## src/stpg_pkg.sv

```systemverilog
// stpg_pkg: shared widths, codes and types for the step/dir pulse generator.
// No dependencies; imported by stpg_div and stepper_step_dir_pulse_generator_core.
package stpg_pkg;

	// field widths fixed by the register map and the stream words
	localparam int STEP_W    = 16;
	localparam int POS_CFG_W = 32;
	localparam int SPEED_W   = 24;
	localparam int FREQ_W    = 27;
	localparam int AMT_W     = 32;
	localparam int HALF_W    = 32;
	localparam int ERR_W     = 17;
	localparam int STATUS_W  = 3;
	localparam int POS_OUT_W = 32;
	localparam int CFG_IDX_W = 3;
	localparam int CFG_DAT_W = 32;

	// default parameter values
	localparam int POS_WIDTH_DEF    = 32;
	localparam int RELOAD_WIDTH_DEF = 16;

	// stream word widths, padded to whole bytes
	localparam int S_DATA_W = ((AMT_W + SPEED_W + 7) / 8) * 8;
	localparam int M_FLD_W  = 4 + POS_OUT_W + ERR_W;
	localparam int M_DATA_W = ((M_FLD_W + 7) / 8) * 8;
	localparam int S_USER_W = 2;

	// shared divider: product of frequency and step size over twice the speed
	localparam int DIVIDEND_W = FREQ_W + STEP_W;
	localparam int DIVISOR_W  = SPEED_W + 1;
	localparam int DIV_CNT_W  = $clog2(DIVIDEND_W);

	typedef enum logic [1:0] {
		REQ_TICK  = 2'd0,
		REQ_MOVE  = 2'd1,
		REQ_START = 2'd2,
		REQ_STOP  = 2'd3
	} req_t;

	typedef enum logic [STATUS_W-1:0] {
		STS_OK          = 3'd0,
		STS_NOT_RUNNING = 3'd1,
		STS_PARAM_ERR   = 3'd2,
		STS_INTERRUPTED = 3'd3,
		STS_IO_ERR      = 3'd4
	} status_t;

	typedef enum logic [CFG_IDX_W-1:0] {
		CFG_STEP_SIZE = 3'd0,
		CFG_POS_MIN   = 3'd1,
		CFG_POS_MAX   = 3'd2,
		CFG_SPD_LIMIT = 3'd3,
		CFG_TICK_FREQ = 3'd4,
		CFG_AXIS_REV  = 3'd5
	} cfg_idx_t;

	typedef enum logic [2:0] {
		S_IDLE,
		S_RLD,
		S_RLD_W,
		S_STP_W,
		S_NP1,
		S_NP2,
		S_PICK
	} state_t;

	typedef struct packed {
		logic                  start;
		logic [DIVIDEND_W-1:0] dividend;
		logic [DIVISOR_W-1:0]  divisor;
	} div_req_t;

	typedef struct packed {
		logic                  done;
		logic [DIVIDEND_W-1:0] quotient;
		logic [DIVISOR_W-1:0]  remainder;
	} div_rsp_t;

endpackage

```

## src/stpg_div.sv

```systemverilog
// stpg_div: shared restoring divider, one quotient bit per cycle.
// Depends on stpg_pkg (widths, div_req_t, div_rsp_t).
module stpg_div
	import stpg_pkg::*;
(
	input  logic     clk,
	input  logic     arst_n,
	input  div_req_t req,
	output div_rsp_t rsp
);

	logic                  busy_q;
	logic                  done_q;
	logic [DIV_CNT_W-1:0]  cnt_q;
	logic [DIVIDEND_W-1:0] quo_q;
	logic [DIVISOR_W-1:0]  rem_q;
	logic [DIVISOR_W-1:0]  dsor_q;

	logic [DIVISOR_W:0] shifted;
	logic [DIVISOR_W:0] diff;

	// remainder stays below the divisor, so the top bit of diff is the borrow
	assign shifted = {rem_q, quo_q[DIVIDEND_W-1]};
	assign diff    = shifted - {1'b0, dsor_q};

	always_ff @(posedge clk or negedge arst_n) begin
		if (!arst_n) begin
			busy_q <= 1'b0;
			done_q <= 1'b0;
			cnt_q  <= '0;
		end else begin
			done_q <= 1'b0;
			if (req.start) begin
				busy_q <= 1'b1;
				cnt_q  <= DIV_CNT_W'(DIVIDEND_W - 1);
			end else if (busy_q) begin
				cnt_q <= cnt_q - 1'b1;
				if (cnt_q == '0) begin
					busy_q <= 1'b0;
					done_q <= 1'b1;
				end
			end
		end
	end

	always_ff @(posedge clk) begin
		if (req.start) begin
			quo_q  <= req.dividend;
			rem_q  <= '0;
			dsor_q <= req.divisor;
		end else if (busy_q) begin
			if (!diff[DIVISOR_W]) begin
				rem_q <= diff[DIVISOR_W-1:0];
				quo_q <= {quo_q[DIVIDEND_W-2:0], 1'b1};
			end else begin
				rem_q <= shifted[DIVISOR_W-1:0];
				quo_q <= {quo_q[DIVIDEND_W-2:0], 1'b0};
			end
		end
	end

	assign rsp.done      = done_q;
	assign rsp.quotient  = quo_q;
	assign rsp.remainder = rem_q;

endmodule

```

## src/stepper_step_dir_pulse_generator_core.sv

```systemverilog
// stepper_step_dir_pulse_generator_core: top level of the step/dir pulse generator.
// Depends on stpg_pkg and stpg_div (shared divider).
//
// channel   dir  handshake                 word contents
// s_axis    in   s_axis_tvalid/tready      tuser: req_type; tdata: move_amount, move_speed
// m_axis    out  m_axis_tvalid/tready      tuser: status; tdata: pins, position, error
// cfg       in   cfg_valid/cfg_ready       cfg_index selects register, cfg_data value
//
// Tick, start and stop words finish in the cycle they are taken; the result sits in
// the output register, and a new word is taken in the same cycle as the old result
// leaves, so ticks run at one per clock while m_axis_tready stays high.
// A set-move word posts its result after the states S_RLD (launch), S_RLD_W and S_STP_W
// (divider waits: reload, then step count) and S_NP1, S_NP2, S_PICK (bound checks and
// the pick). Input is not ready meanwhile.
// Reset (arst_n low) parks the axis asleep, clockwise, at position 0.
// cfg is always ready; the user must make writes only while the block is idle; the block does not enforce this.
module stepper_step_dir_pulse_generator_core
	import stpg_pkg::*;
#(
	parameter int POS_WIDTH    = POS_WIDTH_DEF,
	parameter int RELOAD_WIDTH = RELOAD_WIDTH_DEF
) (
	input  logic                 clk,
	input  logic                 arst_n,
	// request words
	input  logic                 s_axis_tvalid,
	output logic                 s_axis_tready,
	input  logic [S_DATA_W-1:0]  s_axis_tdata,  // [31:0] move_amount, [55:32] move_speed
	input  logic [S_USER_W-1:0]  s_axis_tuser,  // [1:0] req_type
	// result words
	output logic                 m_axis_tvalid,
	input  logic                 m_axis_tready,
	// [0] step_pin, [1] dir_pin, [2] sleep_pin_n, [3] running,
	// [35:4] position_now, [52:36] move_error, rest zero
	output logic [M_DATA_W-1:0]  m_axis_tdata,
	output logic [STATUS_W-1:0]  m_axis_tuser,  // [2:0] status
	// register writes
	input  logic                 cfg_valid,
	output logic                 cfg_ready,
	input  logic [CFG_IDX_W-1:0] cfg_index,
	input  logic [CFG_DAT_W-1:0] cfg_data
);

	// bound arithmetic: position plus a move of up to 2^31 + 2^16, signed
	localparam int NP_W = ((POS_WIDTH > AMT_W) ? POS_WIDTH : AMT_W) + 3;

	// ---------------- configuration registers ----------------
	logic [STEP_W-1:0]    step_q;
	logic [POS_CFG_W-1:0] pmin_q;
	logic [POS_CFG_W-1:0] pmax_q;
	logic [SPEED_W-1:0]   slim_q;
	logic [FREQ_W-1:0]    freq_q;
	logic                 axrev_q;

	assign cfg_ready = 1'b1;

	always_ff @(posedge clk or negedge arst_n) begin
		if (!arst_n) begin
			step_q  <= STEP_W'(1);
			pmin_q  <= '0;
			pmax_q  <= '0;
			slim_q  <= '0;
			freq_q  <= FREQ_W'(1);
			axrev_q <= 1'b0;
		end else if (cfg_valid) begin
			case (cfg_idx_t'(cfg_index))
				CFG_STEP_SIZE: step_q  <= cfg_data[STEP_W-1:0];
				CFG_POS_MIN:   pmin_q  <= cfg_data[POS_CFG_W-1:0];
				CFG_POS_MAX:   pmax_q  <= cfg_data[POS_CFG_W-1:0];
				CFG_SPD_LIMIT: slim_q  <= cfg_data[SPEED_W-1:0];
				CFG_TICK_FREQ: freq_q  <= cfg_data[FREQ_W-1:0];
				CFG_AXIS_REV:  axrev_q <= cfg_data[0];
				default: ;
			endcase
		end
	end

	// ---------------- axis state ----------------
	state_t                  state_q, state_d;
	logic [POS_WIDTH-1:0]    pos_q, pos_d;
	logic [HALF_W-1:0]       half_q, half_d;
	logic [RELOAD_WIDTH-1:0] reload_q, reload_d;
	logic [RELOAD_WIDTH-1:0] cdown_q, cdown_d;
	logic                    running_q, running_d;
	logic                    sleeping_q, sleeping_d;
	logic                    phase_q, phase_d;
	logic                    dir_cw_q, dir_cw_d;
	logic [ERR_W-1:0]        err_q, err_d;

	// set-move working registers
	logic [DIVIDEND_W-1:0]   prod_q, prod_d;
	logic [SPEED_W-1:0]      speed_q, speed_d;
	logic [AMT_W-1:0]        absm_q, absm_d;
	logic                    neg_q, neg_d;
	logic [AMT_W-1:0]        s1_q, s1_d;
	logic [STEP_W-1:0]       a1_q, a1_d;
	logic [STEP_W-1:0]       a2_q, a2_d;
	logic signed [NP_W-1:0]  np1_q, np1_d;
	logic signed [NP_W-1:0]  np2_q, np2_d;
	logic                    ok1_q, ok1_d;

	// output register
	logic                    out_valid_q;
	logic                    load_out;
	status_t                 sts;
	status_t                 out_sts_q;
	logic [3:0]              out_pins_q;
	logic [POS_OUT_W-1:0]    out_pos_q;
	logic [ERR_W-1:0]        out_err_q;

	div_req_t div_req;
	div_rsp_t div_rsp;

	stpg_div u_div (
		.clk    (clk),
		.arst_n (arst_n),
		.req    (div_req),
		.rsp    (div_rsp)
	);

	// request word fields
	logic [AMT_W-1:0]   in_amount;
	logic [SPEED_W-1:0] in_speed;
	logic               in_accept;

	assign in_amount     = s_axis_tdata[AMT_W-1:0];
	assign in_speed      = s_axis_tdata[AMT_W +: SPEED_W];
	assign s_axis_tready = (state_q == S_IDLE) && (!out_valid_q || m_axis_tready);
	assign in_accept     = s_axis_tvalid && s_axis_tready;

	// widened operands
	logic [POS_WIDTH-1:0]   step_pos;
	logic signed [NP_W-1:0] pos_ext, pmin_ext, pmax_ext, mag_ext, step_ext;
	logic [AMT_W:0]         steps;
	logic                   ok2, pick1;
	logic [ERR_W-1:0]       a1_e, a2_e;

	assign step_pos = POS_WIDTH'(step_q);
	assign pos_ext  = {{(NP_W-POS_WIDTH){pos_q[POS_WIDTH-1]}}, pos_q};
	assign pmin_ext = {{(NP_W-POS_CFG_W){pmin_q[POS_CFG_W-1]}}, pmin_q};
	assign pmax_ext = {{(NP_W-POS_CFG_W){pmax_q[POS_CFG_W-1]}}, pmax_q};
	// floor count times step size equals |amount| minus the remainder
	assign mag_ext  = NP_W'(absm_q - AMT_W'(a1_q));
	assign step_ext = NP_W'(step_q);
	assign ok2      = (np2_q >= pmin_ext) && (np2_q <= pmax_ext);
	// tie goes to the floor count
	assign pick1    = ok1_q && (!ok2 || (a1_q <= a2_q));
	assign steps    = pick1 ? {1'b0, s1_q} : ({1'b0, s1_q} + 1'b1);
	assign a1_e     = ERR_W'(a1_q);
	assign a2_e     = ERR_W'(a2_q);

	always_comb begin
		state_d    = state_q;
		pos_d      = pos_q;
		half_d     = half_q;
		reload_d   = reload_q;
		cdown_d    = cdown_q;
		running_d  = running_q;
		sleeping_d = sleeping_q;
		phase_d    = phase_q;
		dir_cw_d   = dir_cw_q;
		err_d      = err_q;
		prod_d     = prod_q;
		speed_d    = speed_q;
		absm_d     = absm_q;
		neg_d      = neg_q;
		s1_d       = s1_q;
		a1_d       = a1_q;
		a2_d       = a2_q;
		np1_d      = np1_q;
		np2_d      = np2_q;
		ok1_d      = ok1_q;
		load_out   = 1'b0;
		sts        = STS_OK;
		div_req.start    = 1'b0;
		div_req.dividend = prod_q;
		div_req.divisor  = {speed_q, 1'b0};

		case (state_q)
			S_IDLE: begin
				if (in_accept) begin
					case (req_t'(s_axis_tuser))
						REQ_TICK: begin
							load_out = 1'b1;
							if (!running_q || sleeping_q) begin
								sts = STS_NOT_RUNNING;
							end else if (cdown_q > RELOAD_WIDTH'(1)) begin
								cdown_d = cdown_q - 1'b1;
							end else begin
								cdown_d = reload_q;
								if (half_q <= HALF_W'(1)) begin
									running_d  = 1'b0;
									sleeping_d = 1'b1;
								end
								if (half_q != '0) begin
									half_d = half_q - 1'b1;
								end
								phase_d = !phase_q;
								// position moves on the rising step edge only
								if (!phase_q) begin
									pos_d = dir_cw_q ? (pos_q - step_pos) : (pos_q + step_pos);
								end
							end
						end
						REQ_MOVE: begin
							if ((in_speed == '0) || (in_speed > slim_q) || (step_q == '0)) begin
								load_out = 1'b1;
								sts      = STS_PARAM_ERR;
								half_d   = '0;
								cdown_d  = '0;
								reload_d = '0;
								err_d    = '0;
							end else begin
								prod_d  = DIVIDEND_W'(freq_q) * DIVIDEND_W'(step_q);
								speed_d = in_speed;
								neg_d   = in_amount[AMT_W-1];
								absm_d  = in_amount[AMT_W-1] ? (~in_amount + 1'b1) : in_amount;
								state_d = S_RLD;
							end
						end
						REQ_START: begin
							load_out = 1'b1;
							if ((half_q == '0) || (reload_q == '0)) begin
								sts = STS_PARAM_ERR;
							end else if (phase_q) begin
								sts = STS_NOT_RUNNING;
							end else begin
								sleeping_d = 1'b0;
								running_d  = 1'b1;
							end
						end
						REQ_STOP: begin
							load_out   = 1'b1;
							running_d  = 1'b0;
							sleeping_d = 1'b1;
							if ((half_q != '0) || (reload_q != '0)) begin
								sts = STS_INTERRUPTED;
							end else if (phase_q) begin
								phase_d = 1'b0;
								sts     = STS_IO_ERR;
							end
						end
						default: ;
					endcase
				end
			end
			S_RLD: begin
				div_req.start = 1'b1;
				state_d       = S_RLD_W;
			end
			S_RLD_W: begin
				if (div_rsp.done) begin
					if (|div_rsp.quotient[DIVIDEND_W-1:RELOAD_WIDTH]) begin
						reload_d = '1;
						cdown_d  = '1;
					end else begin
						reload_d = div_rsp.quotient[RELOAD_WIDTH-1:0];
						cdown_d  = div_rsp.quotient[RELOAD_WIDTH-1:0];
					end
					div_req.start    = 1'b1;
					div_req.dividend = DIVIDEND_W'(absm_q);
					div_req.divisor  = DIVISOR_W'(step_q);
					state_d          = S_STP_W;
				end
			end
			S_STP_W: begin
				if (div_rsp.done) begin
					s1_d    = div_rsp.quotient[AMT_W-1:0];
					a1_d    = div_rsp.remainder[STEP_W-1:0];
					state_d = S_NP1;
				end
			end
			S_NP1: begin
				np1_d   = neg_q ? (pos_ext - mag_ext) : (pos_ext + mag_ext);
				a2_d    = step_q - a1_q;
				state_d = S_NP2;
			end
			S_NP2: begin
				np2_d   = neg_q ? (np1_q - step_ext) : (np1_q + step_ext);
				ok1_d   = (np1_q >= pmin_ext) && (np1_q <= pmax_ext);
				state_d = S_PICK;
			end
			S_PICK: begin
				load_out = 1'b1;
				state_d  = S_IDLE;
				if (!ok1_q && !ok2) begin
					sts      = STS_PARAM_ERR;
					half_d   = '0;
					cdown_d  = '0;
					reload_d = '0;
					err_d    = '0;
				end else begin
					// half steps = 2 * count, saturating
					half_d = (|steps[AMT_W:AMT_W-1]) ? '1 : {steps[AMT_W-2:0], 1'b0};
					if (pick1) begin
						err_d = neg_q ? (ERR_W'(0) - a1_e) : a1_e;
					end else begin
						err_d = neg_q ? a2_e : (ERR_W'(0) - a2_e);
					end
					dir_cw_d = neg_q ? !axrev_q : axrev_q;
				end
			end
			default: state_d = S_IDLE;
		endcase
	end

	always_ff @(posedge clk or negedge arst_n) begin
		if (!arst_n) begin
			state_q     <= S_IDLE;
			pos_q       <= '0;
			half_q      <= '0;
			reload_q    <= '0;
			cdown_q     <= '0;
			running_q   <= 1'b0;
			sleeping_q  <= 1'b1;
			phase_q     <= 1'b0;
			dir_cw_q    <= 1'b1;
			err_q       <= '0;
			out_valid_q <= 1'b0;
		end else begin
			state_q    <= state_d;
			pos_q      <= pos_d;
			half_q     <= half_d;
			reload_q   <= reload_d;
			cdown_q    <= cdown_d;
			running_q  <= running_d;
			sleeping_q <= sleeping_d;
			phase_q    <= phase_d;
			dir_cw_q   <= dir_cw_d;
			err_q      <= err_d;
			if (load_out) begin
				out_valid_q <= 1'b1;
			end else if (m_axis_tready) begin
				out_valid_q <= 1'b0;
			end
		end
	end

	// working and result payload, no reset
	always_ff @(posedge clk) begin
		prod_q  <= prod_d;
		speed_q <= speed_d;
		absm_q  <= absm_d;
		neg_q   <= neg_d;
		s1_q    <= s1_d;
		a1_q    <= a1_d;
		a2_q    <= a2_d;
		np1_q   <= np1_d;
		np2_q   <= np2_d;
		ok1_q   <= ok1_d;
		if (load_out) begin
			out_sts_q  <= sts;
			out_pins_q <= {running_d, !sleeping_d, dir_cw_d, phase_d};
			out_pos_q  <= POS_OUT_W'(pos_d);
			out_err_q  <= err_d;
		end
	end

	assign m_axis_tvalid = out_valid_q;
	assign m_axis_tuser  = out_sts_q;
	assign m_axis_tdata  = M_DATA_W'({out_err_q, out_pos_q, out_pins_q});

`ifndef SYNTHESIS
	a_run_awake: assert property (@(posedge clk) disable iff (!arst_n)
		running_q |-> !sleeping_q)
		else $error("running while asleep");

	a_cdown_le_reload: assert property (@(posedge clk) disable iff (!arst_n)
		cdown_q <= reload_q)
		else $error("countdown above reload");

	a_div_done_wait: assert property (@(posedge clk) disable iff (!arst_n)
		div_rsp.done |-> ((state_q == S_RLD_W) || (state_q == S_STP_W)))
		else $error("divider finished outside a wait state");

	a_pick_result: assert property (@(posedge clk) disable iff (!arst_n)
		(state_q == S_PICK) |=> (out_valid_q && (state_q == S_IDLE)))
		else $error("set-move result not posted");
`endif

endmodule
```

## config.mk

```make
export PLATFORM = sky130hd
export DESIGN_NAME = stepper_step_dir_pulse_generator_core
export DESIGN_NICKNAME = d
export VERILOG_FILES = /design/src/stpg_pkg.sv /design/src/stpg_div.sv /design/src/stepper_step_dir_pulse_generator_core.sv
export SDC_FILE = /design/constraint.sdc
export NUM_CORES = 2
export LEC_CHECK = 0
export BUFFER_PORTS_ARGS = -buffer_cell sky130_fd_sc_hd__clkbuf_2
export CORE_MARGIN = 2
export CORE_UTILIZATION = 35
export CTS_BUF_LIST = sky130_fd_sc_hd__clkbuf_8
export DETAILED_ROUTE_END_ITERATION = 8
export SYNTH_ARGS = -nofsm -noshare
export SYNTH_HDL_FRONTEND = slang
export SYNTH_SLANG_ARGS = --single-unit
```

## constraint.sdc

```tcl
create_clock -name clk -period 9.55 [get_ports clk]
set_clock_uncertainty 0.15 [all_clocks]
set_input_delay 0.4775 -clock clk [delete_from_list [all_inputs] [get_ports clk]]
set_output_delay 0.4775 -clock clk [all_outputs]
set_load 0.02 [all_outputs]
```

==> Word level (Yosys, flattened, before mapping) <==
Cells that the tools add are included.
{ "word_totals": {"ff_bits": 645, "latchBits": 0, "ram_bits": 0, "mem_bits_ro": 0, "inputBits": 98, "out_inout_bits": 62, "wordCells": 244, "memories": 0} }
{ "op_classes": {"add_sub_neg": 16, "mul": 1, "div_mod_pow": 0, "order_cmp": 8, "eq_ne": 26, "shifts": 0, "n_mux": 102, "bitwise": 2, "n_reduce_logical": 50} }
{ "op_table": {"columns": ["cell", "n"], "rows": [
  ["$mux W32", 14],
  ["$mux W16", 9],
  ["$pmux W32 S2", 2],
  ["$mux W17", 7],
  ["$pmux W16 S3", 2],
  ["$mux W43", 2],
  ["$ge A35 B32 Y1", 2],
  ["$le A35 B32 Y1", 2],
  ["$mux W35", 2],
  ["$mux W69", 1],
  ["$mux W68", 1],
  ["$mul A27 B16 Y43", 1],
  ["$add A35 B17 Y35", 1],
  ["$mux W1", 35],
  ["$sub A35 B17 Y35", 1],
  ["$add A32 B33 Y34", 1],
  ["$pmux W17 S2", 1],
  ["$sub A1 B16 Y17 const A", 2],
  ["$sub A32 B33 Y34", 1],
  ["$add A32 B1 Y33 const B", 1],
  ["$mux W33", 1],
  ["$sub A32 B16 Y33", 1],
  ["$add A32 B1 Y32 const B", 1],
  ["$add A32 B16 Y32", 1],
  ["53 further kinds", 113]
]} }

==> Longest topological paths before layout <==
{ "logic_depth": {"depth_word": 10, "depth_mapped": 27, "mapped_depth_nobuf": 26} }

==> Cells and area by module <==
From an unflattened synthesis, not the netlist that was laid out.
{ "unflattened": {"hier_cells": 5561, "area_unflattened_um2": 53955.5} }
{ "by_module_without_submodules": {"columns": ["mod", "instances", "cells_each", "area_per_inst_um2"], "rows": [
  ["stepper_step_dir_pulse_generator_core", 1, 5085, 48505.3],
  ["stpg_div", 1, 476, 5450.2]
]} }

==> Least setup slack after synthesis <==
Ideal clock, no wire load.
{ "synth_timing": {"kind": "input port to flip-flop", "from": "input port s_axis_tdata[47]", "to": "register absm_q[0], enable pin", "setup_time_ns": 0.684, "arrival_time_ns": 8.858, "path_slack_ns": -0.141, "cell_stages": 7, "path_cell_list": "ha_1 nand4_1 or4_1 or3_1 a21oi_1 inv_1 nor3_1"} }
{ "synth_between": {"elab_chain_cells": 5, "word_cells_on_any_way": 6} }
{ "synth_lines": {"columns": ["item", "line", "text"], "rows": [
  ["from (decl)", "stepper_step_dir_pulse_generator_core.sv:28", "input logic [S_DATA_W-1:0] s_axis_tdata,"],
  ["$gt A24 B24 Y1 / $logic_not A24 Y1 (equally long branches)", "stepper_step_dir_pulse_generator_core.sv:206", "if ((in_speed == '0) || (in_speed > slim_q) || (step_q == '0)) begin"],
  ["$logic_or A1 B1 Y1 (*) (2 in series)", "stepper_step_dir_pulse_generator_core.sv:206", null],
  ["$not A1 Y1 (no source line) (*)", null, null],
  ["$reduce_and A4 Y1 (no source line) (*)", null, null],
  ["to (signal assigned)", "stepper_step_dir_pulse_generator_core.sv:343", "absm_q <= absm_d;"],
  ["to (decl)", "stepper_step_dir_pulse_generator_core.sv:93", "logic [AMT_W-1:0] absm_q, absm_d;"]
]} }
Mark *: on every way between the ends. The rest lies on a longest branch, timed or not.
A chain may end at the register's enable or synchronous reset.

==> Worst setup path after layout <==
{ "layout_timing": {"from": "register step_q[10]", "to": "register prod_q[40] (data pin)"} }
{ "layout_between": {"elab_chain_cells": 1} }
{ "layout_lines": {"columns": ["item", "line", "text"], "rows": [
  ["from (decl)", "stepper_step_dir_pulse_generator_core.sv:48", "logic [STEP_W-1:0] step_q;"],
  ["from (signal assigned)", "stepper_step_dir_pulse_generator_core.sv:67", "CFG_STEP_SIZE: step_q <= cfg_data[STEP_W-1:0];"],
  ["$mul A27 B16 Y43", "stepper_step_dir_pulse_generator_core.sv:214", "prod_d = DIVIDEND_W'(freq_q) * DIVIDEND_W'(step_q);"],
  ["to (signal assigned)", "stepper_step_dir_pulse_generator_core.sv:341", "prod_q <= prod_d;"],
  ["to (decl)", "stepper_step_dir_pulse_generator_core.sv:91", "logic [DIVIDEND_W-1:0] prod_q, prod_d;"]
]} }
Every way passes these cells.

==> metrics.md <==
| Metric | Value |
|---|---|
| Core outline area | 152,000 um^2 |
| Syn Area/Cell | 9.56 um^2 |
| Postcts setup bufs | 0 |
| Nets@finish | roughly 6,800 |
| Seq cells post-synth | 644 |
| Sequential area share after synthesis | 33.0% |
| FILL cells | 15,000 |
| Cell variety after synth | 101 |
| RSZ-0062 raised after global routing | no |
| Synth Flop Type | edfxtp_1 |
| Max Fanout on Critical Path | 21 |
| Routed WL | 166 mm |
| Setup crit start kind | flop |
| Total grt overflow | 0 |
| Worst Path Required | 9.99 ns |
| Area of the multi-input gates | 32,900 um^2 |
| Arr. time, crit path | 8.61 ns |
| Global-route wire length before repair | 255 mm |
| XOR/XNOR share of the synthesized area | 5.37% |
| Die X | a little under 400 um |
| Worst Setup End Kind | flop |
| Post-layout minimum cycle time | 8.18 ns |
| Die ar. | 157,000 um^2 |
| GPL Wtd Cong | 0.935 |
| Post-synthesis mux area share | ~3.0% |
| IO Pins | 160 |
| Detailed Route Iter0 Violations | 3,661 |
| Most common cell after layout, fill and taps aside | inv_1 |
| Post-synthesis compound-gate area fraction | 13.0% |
| Clk Latency, worst-skew pair | 0.86 ns |
| Worst slew pin tran | 1.27 ns |
| Root buffer cell | clkbuf_8 |
| Final cycle utilization of the critical path | between 80 and 90% |
| Pre-Repair DR Iteration Count | 6 |
| Kind of critical path | flop to flop |
| Vias/cell | about 5.3 |
| Worst-case clock buffer depth | 3 |
| Outcome | finished clean |
| Starting Density | 35.3% |
| Adder-Cell Fraction of Synth Area | roughly a quarter |
| Synth warn | 0 |
| Routed Antenna Nets | 0 |
| Clock Sinks | around 640 |
| Share of layout cells above drive strength 1 | 9.63% |
| Pins Over Slew Limit | 0 |
| Most frequent cells in the layout | inv_1, nand2_1, ha_1 |
| Cell row count | 143 |
| Post-synthesis cell area | 53,900 um^2 |
| Largest net degree at the start of global routing | approximately 130 |
| Fmax | approximately 120 MHz |
| Via count | 42,400 |
| Slew headroom | 15.6% |
| Largest family of logic cells by synthesized area | adder cells |
| Sequential cell area | 17,800 um^2 |
| Port Buf Inserts | between 150 and 200 |
| Clk pin slew, worst setup/hold paths | 0.07 ns |
| Remaining DRCs | 0 |
| Vias in the first global route | 42,300 |
| CTS tree | built |
| Setup Viol. Count Final | 0 |
| Cells after synthesis | 5,636 |
| Area Growth Syn to Fin | 12.2% |
| H-tree depth | 3 |
| Initial antenna violation count | 15 |
| Async SR Flop Fraction | 40.5% |
| Number of synthesized flops with an enable pin | 358 |
| Setup TNS | 0 ns |
| DPL Wire Length | about 130 mm |
| Simple-gate share of the synthesized area | 15.5% |
| GR Util All Layers | 21.1% |
| TritonCTS Buffers | 110 |
| Routed WL per cell | 20.8 um |
| Die height | 396 um |
| Final hold vios | 0 |
| Max capacitance violation total | 0 |
| Hold Crit Class | input port to asynchronous set/reset pin |
## synthesized netlist by cell type, types with 27 or more instances
cell type	number	share of area [%]
nor2b_1	49	0.57
and3_1	47	0.55
fa_1	354	13
and2_1	213	2.5
nor3_1	104	0.97
o21ai_0	287	2.7
xnor2_1	239	3.9
ha_1	464	11
nand2b_1	38	0.44
a22oi_1	39	0.54
nor4_1	49	0.57
edfxtp_1	358	20
xor2_1	89	1.4
inv_1	647	4.5
nand4_1	72	0.84
a211oi_1	42	0.59
nor2_1	280	2.0
dfrtp_1	257	12
nand3_1	74	0.69
a21o_1	125	1.7
o31ai_1	28	0.39
nand2_1	634	4.4
or2_2	41	0.48
a31oi_1	36	0.42
a21oi_1	307	2.9
o21a_1	32	0.45
mux2_2	98	2.0
o21ai_1	27	0.25
mux2i_1	44	0.82
or3_1	32	0.37
clkbuf_1	191	1.3
## cell families after synthesis
logic type	Yosys count
buf+inv	876
other cells	2
mux	147
compound gates	1113
flops	644
xor+xnor	329
fa+ha+maj	818
simple gates	1707
## state kept, by name, summed over array words and instances (netlist names), 24 cells and up
register	flops
speed_q	24
out_pos_q	32
pmin_q	32
pmax_q	32
prod_q	43
absm_q	32
u_div.rem_q	25
np1_q	34
u_div.quo_q	43
half_q	32
u_div.dsor_q	25
np2_q	35
pos_q	32
s1_q	32
freq_q	27
slim_q	24
## area by class of cell
| class | instances | share of cell area (%) |
|---|---|---|
| inverters | 651 | 4.04 |
| multi-input cells | 4118 | 54.4 |
| clock inverters | 73 | 0.981 |
| flip-flops and latches | 644 | 29.4 |
| diodes | 10 | 0.0414 |
| well taps | 2030 | 4.20 |
| clock buffers | 132 | 3.01 |
| repair buffers | 321 | 3.86 |
## final timing paths
check | cells past startpoint | from | end | slack (ns)
min in group clk | 4 | cfg_index[1] | pmax_q[23]$_DFFE_PN0P_ | 0.07
worst max-delay path | 22 | step_q[10]$_DFFE_PN0P_ | prod_q[40]$_DFFE_PP_ | 1.37
worst min register to register | 0 | u_div.quo_q[18]$_DFFE_PP_ | s1_q[18]$_DFFE_PP_ | 0.35
worst min-delay path | 2 | arst_n | reload_q[0]$_DFFE_PN0P_ | 0.07
max in group asynchronous | 4 | arst_n | pmax_q[28]$_DFFE_PN0P_ | 7.06
worst max register to register | 22 | step_q[10]$_DFFE_PN0P_ | prod_q[40]$_DFFE_PP_ | 1.37
## routing by layer
metal	routed length (um)	share of wire [%]	vias up	GRT usage, %
met2	78100	47	1315	34.8
met5	27	0.016	-	0
met1	72500	44	21000	28.3
met3	9980	6.0	265	3.15
li1	-	-	19800	-
met4	5780	3.5	4	7.65
## timing repair
item / 4_1_cts / 5_1_grt
resized for setup: 0 / 0
endpoints found under the hold margin: 264 / 0
endpoints found under the setup margin: 0 / 0
hold buffers: 114 / 0
## worst max-delay path, cell delays in order (launching register included)
cell	delay (ns)
dfrtp_1	1.18
nand2_1	0.15
fa_1	0.54
inv_1	0.05
fa_1	0.48
fa_1	0.55
fa_1	0.53
fa_1	0.56
inv_1	0.06
fa_1	0.53
inv_1	0.05
ha_1	0.37
a21o_1	0.21
a31o_2	0.21
a221oi_1	0.39
o22ai_1	0.28
o41ai_2	0.40
o21ai_1	0.20
a221oi_1	0.34
o21ai_1	0.17
a31o_2	0.27
a21oi_1	0.16
xnor2_1	0.08
## per-stage QoR
step / setup WS, ns / utilization (%) / cell area [um^2] / hold WS (ns) / std cells
after CTS: 1.43 / 39.6 / 60400 / 0.00179 / 7969
after detailed placement: 1.44 / 37.3 / 56900 / 0.321 / 7650
final: 1.37 / 39.6 / 60400 / 0.0673 / 7979
after global routing: 0.842 / 39.6 / 60400 / 0.0651 / 7974
after global placement: 1.49 / 37.3 / 56900 / 0.315 / 7650
after floorplan: 2.46 / - / 53900 / 0.0319 / 5638
Power is not shown: default switching activity piles up to over one toggle a cycle in this logic, so the estimate is an artifact.
